[config.mk]
export PLATFORM = sky130hd
export DESIGN_NAME = npe_pair_lane
export DESIGN_NICKNAME = d
export VERILOG_FILES = /design/src/hdl/npe_pkg.sv /design/src/hdl/npe_pair_lane.sv
export SDC_FILE = /design/constraint.sdc
export NUM_CORES = 1
export LEC_CHECK = 0
export ABC_AREA = 1
export BUFFER_PORTS_ARGS = -buffer_cell sky130_fd_sc_hd__buf_2
export CORE_UTILIZATION = 61
export DETAILED_ROUTE_END_ITERATION = 10
export HOLD_SLACK_MARGIN = 0.12
export PLACE_DENSITY = 0.93
export SKIP_CTS_REPAIR_TIMING = 1
export SLEW_MARGIN = 10
export SYNTH_ARGS = -nofsm -noshare
export SYNTH_HDL_FRONTEND = slang
export SYNTH_SLANG_ARGS = --single-unit
[constraint.sdc]
create_clock -name clk_i -period 9.3 [get_ports clk_i]
set_input_delay 1.86 -clock clk_i [delete_from_list [all_inputs] [get_ports clk_i]]
set_output_delay 1.86 -clock clk_i [all_outputs]
set_load 0.05 [all_outputs]
[src/hdl/npe_pkg.sv]
// Package for the negacyclic pair energy block.
// Holds ring and width constants, register indexes and the lane and enable types.
// No dependencies; every other file in hdl/ refers to it by scoped names.
package npe_pkg;

  localparam int POINTS     = 6;
  localparam int RING_SIZE  = 128;
  localparam int HALF_RING  = RING_SIZE / 2;
  localparam int POS_W      = 7;
  localparam int COEF_W     = 3;
  localparam int DIST_W     = 6;
  localparam int PROD_W     = 2 * COEF_W;
  localparam int PAIRS      = POINTS * (POINTS - 1) / 2;
  localparam int HALF_PAIRS = (PAIRS + 1) / 2;
  localparam int PART_W     = 9;
  localparam int TERM_W     = PROD_W + PART_W;
  localparam int HSUM_W     = 18;
  localparam int TOTAL_W    = 17;
  localparam int ENERGY_W   = 12;
  localparam int CFG_IDX_W  = 2;

  localparam logic [ENERGY_W-1:0] ENERGY_MAX = '1;

  localparam logic [CFG_IDX_W-1:0] REG_WINDOW_LOW  = 2'd0;
  localparam logic [CFG_IDX_W-1:0] REG_WINDOW_HIGH = 2'd1;

  localparam logic [ENERGY_W-1:0] WINDOW_LOW_RST  = 12'd5;
  localparam logic [ENERGY_W-1:0] WINDOW_HIGH_RST = 12'd53;

  // What one pair lane reports: folded distance, signed product, and whether
  // the pair lands in a bucket at all (pairs half a ring apart do not).
  typedef struct packed {
    logic                     hit;
    logic [DIST_W-1:0]        span;
    logic signed [PROD_W-1:0] prod;
  } lane_t;

  // Load enables of the merge stages.
  typedef struct packed {
    logic s2;
    logic s3;
    logic s4;
  } stage_en_t;

endpackage

[src/hdl/npe_pair_lane.sv]
// One pair lane: folds the distance of two ring positions and forms the
// signed coefficient product, negated when the distance wraps past half the ring.
// Depends on npe_pkg.
module npe_pair_lane (
  input  logic                              clk_i,
  input  logic                              en_i,
  input  logic [npe_pkg::POS_W-1:0]         pos_p_i,
  input  logic [npe_pkg::POS_W-1:0]         pos_q_i,
  input  logic signed [npe_pkg::COEF_W-1:0] coef_p_i,
  input  logic signed [npe_pkg::COEF_W-1:0] coef_q_i,
  output npe_pkg::lane_t                    lane_o
);

  logic [npe_pkg::POS_W-1:0]         diff;
  logic [npe_pkg::POS_W:0]           wrapped;
  logic signed [npe_pkg::PROD_W-1:0] coef_p_ext;
  logic signed [npe_pkg::PROD_W-1:0] coef_q_ext;
  logic signed [npe_pkg::PROD_W-1:0] prod;
  npe_pkg::lane_t                    lane_d;
  npe_pkg::lane_t                    lane_q;

  always_comb begin
    diff       = (pos_q_i >= pos_p_i) ? (pos_q_i - pos_p_i) : (pos_p_i - pos_q_i);
    wrapped    = (npe_pkg::POS_W+1)'(npe_pkg::RING_SIZE) - {1'b0, diff};
    coef_p_ext = {{(npe_pkg::PROD_W-npe_pkg::COEF_W){coef_p_i[npe_pkg::COEF_W-1]}}, coef_p_i};
    coef_q_ext = {{(npe_pkg::PROD_W-npe_pkg::COEF_W){coef_q_i[npe_pkg::COEF_W-1]}}, coef_q_i};
    prod       = coef_p_ext * coef_q_ext;

    lane_d.hit = (diff != npe_pkg::POS_W'(npe_pkg::HALF_RING));
    if (diff > npe_pkg::POS_W'(npe_pkg::HALF_RING)) begin
      lane_d.span = wrapped[npe_pkg::DIST_W-1:0];
      lane_d.prod = -prod;
    end else begin
      lane_d.span = diff[npe_pkg::DIST_W-1:0];
      lane_d.prod = prod;
    end
  end

  always_ff @(posedge clk_i) begin
    if (en_i) begin
      lane_q <= lane_d;
    end
  end

  assign lane_o = lane_q;

endmodule

==> implementation parameters, run 1 <==
Parameter                              Value

Run status
  Result of the run    finished with violations
  Violations in the final reports    design-rule violations

Timing
  Actual transition at the worst max-transition pin    approximately 300 ps
  # setup viols final    0
  Final-report hold violation count    0
  Accumulated negative setup slack    0 ps
  Remaining max-slew budget at the tightest pin    79.8%
  RSZ-0062 raised after global routing    no
  Maximum achievable frequency    roughly 0.24 GHz
  Final critical-path share of the clock period    between 40% and 50%
  Final critical path time including I/O delays and setup    4210 ps
  Final-layout worst hold slack    1960 ps
  Slew Viols, Final    0

Power and ir drop
  Share of power burned in registers    between 20 and 30%
  Cell internal power dissipation    around 0.00016 W
  LEAKAGE    around 1.3 nW
  Clock network fraction of total power    around a tenth
  Fraction of power consumed by combinational cells    a little over three fifths
  Peak ir drop on the vdd network    ~0.058 mV
  Switching pwr    0.000160 W
  Areal power density over the cells    approximately 150 nW/um2
  Switching share of power    just under 50%

Cells and area
  Layout Nets    358
  Area growth, synth to finish    11.8%
  Leading cell type in the layout, fill and taps excluded    sky130_fd_sc_hd__nand2_1
  Max reg flops    13
  Antenna cell count    0
  Share of post-route cells with drive strength above 1    about 21%
  Highest-count cells in the layout ignoring fill and taps    sky130_fd_sc_hd__nand2_1, sky130_fd_sc_hd__inv_1, sky130_fd_sc_hd__buf_2
  Number of inserted filler cells in the final layout    approximately 230

Critical path
  Worst path buffer plus inverter count    4
  Cell type of the slowest stage on the worst timing path    sky130_fd_sc_hd__fa_1
  Maximum fanout encountered on the critical timing path    3
  Critical Path AT    4240 ps
  Required time reported for the critical path endpoint    around 9300 ps
  Setup CP Type    in -> reg
  Type of origin of the critical path    input pin
  Crit-path leading delay family    adder cells
  Cell breakdown of the critical path    buf_2, inv_1, or2_2, fa_1, inv_1, fa_1, ha_1, inv_1, fa_1, nand4_1, xor2_1, nand2_1, nand2_1
  Crit. End Element    flip-flop
  Slowest stage delay, CP    510 ps

Clocking
  Clock-pin slew reported for the worst setup and hold paths after clock tree synthesis    60 ps
  Number of clock sinks    13
  Number of clock buffers inserted by TritonCTS    3
  H-Tree Level Count    1
  Maximum clock path buffer count    2
  CTS tree    yes
  CTS Root Buffer Type    sky130_fd_sc_hd__clkbuf_4

GRT
  Pin count of the biggest net entering global routing    14
  Total grt overflow    0
  Antenna violations before repair    0
  Wire length of the first global-routing pass    between 5000 and 6000 um
  GRT Overall Usage    between 20% and 30%
  Number of global-route vias before repair    around 1500

Detailed routing
  Detailed Route WL    3380 um
  Via-to-Cell Ratio    between 4 and 5
  Total via count after detailed routing    approximately 1700
  Number of design-rule violations left by the first detailed-router iteration    43
  Wirelength per Cell    between 9 and 10 um
  Number of design rule violations left after detail routing    5
  Post-route ant nets    0
  Initial DRT Pass Iterations    7

Logic synthesis
  Share of the yosys chip area belonging to registers    between 20% and 30%
  Warnings from Yosys    0
  Number of instances in the synthesized netlist    between 200 and 300
  Post-synthesis net count    between 300 and 400
  Netlist area before placement    between 1500 and 2000 um2
  Count of cell types in the netlist    24
  Number of synthesized register bits    13
  Mean Syn Cell Area    between 6 and 7 um2

Floorplan
  Core area    approximately 2900 um2
  Die height    a little under 60 um
  Die ar.    approximately 3300 um2
  Initial core utilization    roughly two thirds
  Number of top-level pins    35
  Die X-Extent    ~58 um
  Placement Rows    19

Place
  Placer's final routability congestion estimate    a little under 0.9
  Port-buffer cells    34
  Post-DP HPWL    between 2000 and 3000 um

Min path
  Worst Hold Class    in -> reg

Run
  Number of maximum-capacitance constraint violations    0
kinds of logic after synthesis:
kind of cell,after synthesis,synth area share (%)
xor gates and xnor gates,11,5.09
DFF,13,20.6
AOI/OAI and AO/OA,8,3.30
and+or+nand+nor,149,37.8
buffers and inverters,63,13.0
adders and majority gates,27,20.2
layout make-up:
type	count	area [um2]	area share, %
well taps	31	38.8	1.83
clock buffers	4	26.3	1.24
inverters	62	235	11.1
flip-flops and latches	13	390	18.4
multi-input cells	195	1260	59.4
repair buffers	34	170	8.03
through the flow:
stage / cell area, um2 / total power [W] / setup slack, ps / util [%] / std cells
after floorplan: 1890 / 0.000253 / 5020 / - / 271
after global placement: 2090 / 0.000285 / 4860 / 73.3 / 335
after detailed placement: 2090 / 0.000291 / 4790 / 73.3 / 335
after CTS: 2120 / 0.000324 / 5080 / 74.3 / 339
after global routing: 2120 / 0.000349 / 4960 / 74.3 / 339
final: 2120 / 0.000323 / 5090 / 74.3 / 339
power groups by stage:
stage	sequential [W]	combinational, W	clock, W
4_1_cts	0.0000867	0.000204	0.0000332
2_1_floorplan	0.000137	0.000116	0
3_3_place_gp	0.0000873	0.000198	0
6_report	0.0000865	0.000204	0.0000323
3_5_place_dp	0.0000880	0.000203	0
5_1_grt	0.0000879	0.000226	0.0000348
Yosys cell counts, drive strengths merged:
library cell    n  area, um2
xnor2           5       43.8
nor2           15       88.8
edfxtp         13        390
a21oi           6       41.3
xor2            6       52.6
nand4           6       37.5
fa              6        120
ha             21        263
buf             1       11.3
nand3          23        155
inv            62        235
nand2         104        428
o21ai           2       21.3
or2             1       6.26
per-layer routing:
metal	track usage, %	wire [um]	up-vias
met5	0	0	-
met4	10.2	61	0
met3	0.893	96	6
met2	42.0	1710	36
met1	25.4	1510	735
li1	-	-	904
path summary, 6_finish.rpt:
path / cells past startpoint / slack (ps) / endpoint / startpoint
setup / recovery: 13 / 5090 / lane_o[5] / coef_q_i[2]
hold / removal: 3 / 1960 / lane_o[0] / coef_p_i[0]
No activity file was read; power rests on OpenSTA's default activity.
==> inputs of run 2 (changes only) <==
--- a/config.mk
+++ b/config.mk
@@ -7,10 +7,10 @@
 export LEC_CHECK = 0
 export ABC_AREA = 1
 export BUFFER_PORTS_ARGS = -buffer_cell sky130_fd_sc_hd__buf_2
-export CORE_UTILIZATION = 61
+export CORE_UTILIZATION = 51
 export DETAILED_ROUTE_END_ITERATION = 10
 export HOLD_SLACK_MARGIN = 0.12
-export PLACE_DENSITY = 0.93
+export PLACE_DENSITY = 0.84
 export SKIP_CTS_REPAIR_TIMING = 1
 export SLEW_MARGIN = 10
 export SYNTH_ARGS = -nofsm -noshare
==> constraint.sdc (replaced) <==
create_clock -name clk_i -period 3.35 [get_ports clk_i]
set_input_delay 0.67 -clock clk_i [delete_from_list [all_inputs] [get_ports clk_i]]
set_output_delay 0.67 -clock clk_i [all_outputs]
set_load 0.05 [all_outputs]
==> run 2 against run 1 <==
Net effect: the flow now finishes without violations; count of clock-buffer cells in the layout is the same; non-clock buffer count did not move; routed wire length increased by 0.50%; critical path depth unchanged; worst hold slack got worse by 1200 ps; via count grew 1.3%; sequential power grew to 2.8 times the previous value; clock power rose to 4.1 times the previous value; setup slack got worse by 4800 ps; total power grew to 2.9 times the previous value; global-route usage shrank 3.8 points; largest power group unchanged.
==> implementation parameters, run 2 (synthesized netlist as in run 1, its figures left out) <==
Parameter                              Value

Critical path
  Cell type of the slowest stage on the worst timing path    sky130_fd_sc_hd__fa_1
  Type of origin of the critical path    input pin
  Crit-path leading delay family    adder cells
  Slowest stage delay, CP    roughly 500 ps
  Setup CP Type    in -> reg
  Worst path buffer plus inverter count    4
  Maximum fanout encountered on the critical timing path    3
  Crit. End Element    flip-flop
  Required time reported for the critical path endpoint    ~3300 ps
  Critical Path AT    approximately 3000 ps
  Cell breakdown of the critical path    buf_2, inv_1, or2_2, fa_1, inv_1, fa_1, ha_1, inv_1, fa_1, nand4_1, xor2_1, nand2_1, nand2_1

GRT
  Total grt overflow    0
  Pin count of the biggest net entering global routing    14
  Wire length of the first global-routing pass    approximately 5900 um
  Antenna violations before repair    0
  Number of global-route vias before repair    approximately 1500
  GRT Overall Usage    a little under a fifth

Timing
  Actual transition at the worst max-transition pin    ~300 ps
  # setup viols final    0
  Final-layout worst hold slack    797 ps
  Remaining max-slew budget at the tightest pin    80.0%
  RSZ-0062 raised after global routing    no
  Accumulated negative setup slack    0 ps
  Slew Viols, Final    0
  Final critical path time including I/O delays and setup    just over 3000 ps
  Final critical-path share of the clock period    a little over 90%
  Maximum achievable frequency    0.327 GHz
  Final-report hold violation count    0

Power and ir drop
  Sum of internal, switching and leakage power    0.000941 W
  Peak ir drop on the vdd network    0.159 mV
  Areal power density over the cells    approximately 440 nW/um2
  LEAKAGE    approximately 1.3 nW

Min path
  Hold path cells    3
  Endpoint, Worst Hold    lane_o[0]
  Worst Hold Class    in -> reg
  HP Start    coef_p_i[0]

Run
  Number of maximum-capacitance constraint violations    0

Cells and area
  Number of standard cells in the layout, taps in and fillers out    roughly 350
  Max reg flops    13
  Layout Nets    around 360
  Antenna cell count    0
  Highest-count cells in the layout ignoring fill and taps    sky130_fd_sc_hd__nand2_1, sky130_fd_sc_hd__inv_1, sky130_fd_sc_hd__buf_2
  Number of inserted filler cells in the final layout    between 300 and 400
  Area growth, synth to finish    13.8%
  Leading cell type in the layout, fill and taps excluded    sky130_fd_sc_hd__nand2_1
  Share of post-route cells with drive strength above 1    21.4%

Floorplan
  Initial core utilization    roughly 55%
  Placement Rows    21
  Core area    ~3400 um2
  Die height    between 60 and 70 um
  Die ar.    roughly 4000 um2
  Die X-Extent    approximately 63 um
  Number of top-level pins    35

Detailed routing
  Met3 wire length    130 um
  Post-route ant nets    0
  Total via count after detailed routing    ~1700
  Length of routed met2 wiring    roughly 1600 um
  Wirelength per Cell    9.59 um
  Detailed Route WL    about 3400 um
  Via-to-Cell Ratio    slightly below 5
  Number of design-rule violations left by the first detailed-router iteration    63
  Uppermost layer routed    met4
  Met1 WL    1570 um
  Number of design rule violations left after detail routing    0
  Initial DRT Pass Iterations    4

Place
  Placer's final routability congestion estimate    a little under 0.9
  Port-buffer cells    34
  DP Cell Count    between 300 and 400
  Post-DP HPWL    slightly below 3000 um

Clocking
  CTS Root Buffer Type    sky130_fd_sc_hd__clkbuf_8
  Maximum clock path buffer count    2
  H-Tree Level Count    1
  CTS tree    yes
  Clock-pin slew reported for the worst setup and hold paths after clock tree synthesis    ~50 ps
  Number of clock sinks    13
  Number of clock buffers inserted by TritonCTS    3

Run status
  Result of the run    finished, final reports clean
==> run 2: worst max path at each step <==
stage               depth (start not counted)         from   endpoint
global route                               14  coef_q_i[2]  lane_o[5]
finish                                     13  coef_q_i[2]  lane_o[5]
floorplan                                  12  coef_q_i[2]  lane_o[5]
detailed placement                         13  coef_q_i[2]  lane_o[5]
CTS                                        13  coef_q_i[2]  lane_o[5]
global placement                           13  coef_q_i[2]  lane_o[5]
==> run 2: power by group <==
| group | switching [W] | internal [W] | total, W |
|---|---|---|---|
| Combinational | 0.000394 | 0.000173 | 0.000567 |
| Clock | 0.0000504 | 0.0000836 | 0.000134 |
| Sequential | 0.00000659 | 0.000233 | 0.000240 |
==> run 2: area by class of cell <==
class / instances / area, um2 / share of cell area, %
clock buffers: 4 / 45.0 / 2.09
inverters: 62 / 235 / 10.9
multi-input cells: 195 / 1260 / 58.3
flip-flops and latches: 13 / 390 / 18.1
well taps: 46 / 57.6 / 2.67
repair buffers: 34 / 170 / 7.89
==> run 2: per-stage QoR <==
step	area, um2	setup WS [ps]	util, %
after CTS	2160	270	62.6
after floorplan	1890	264	-
final	2160	290	62.6
after global routing	2160	143	62.6
after detailed placement	2110	14.8	61.3
after global placement	2110	95.9	61.3
==> run 2: metal layers <==
| layer | global-route usage, % | up-vias |
|---|---|---|
| li1 | - | 905 |
| met1 | 21.8 | 746 |
| met2 | 31.9 | 45 |
| met3 | 1.82 | 7 |
| met4 | 9.30 | 0 |
| met5 | 0 | - |
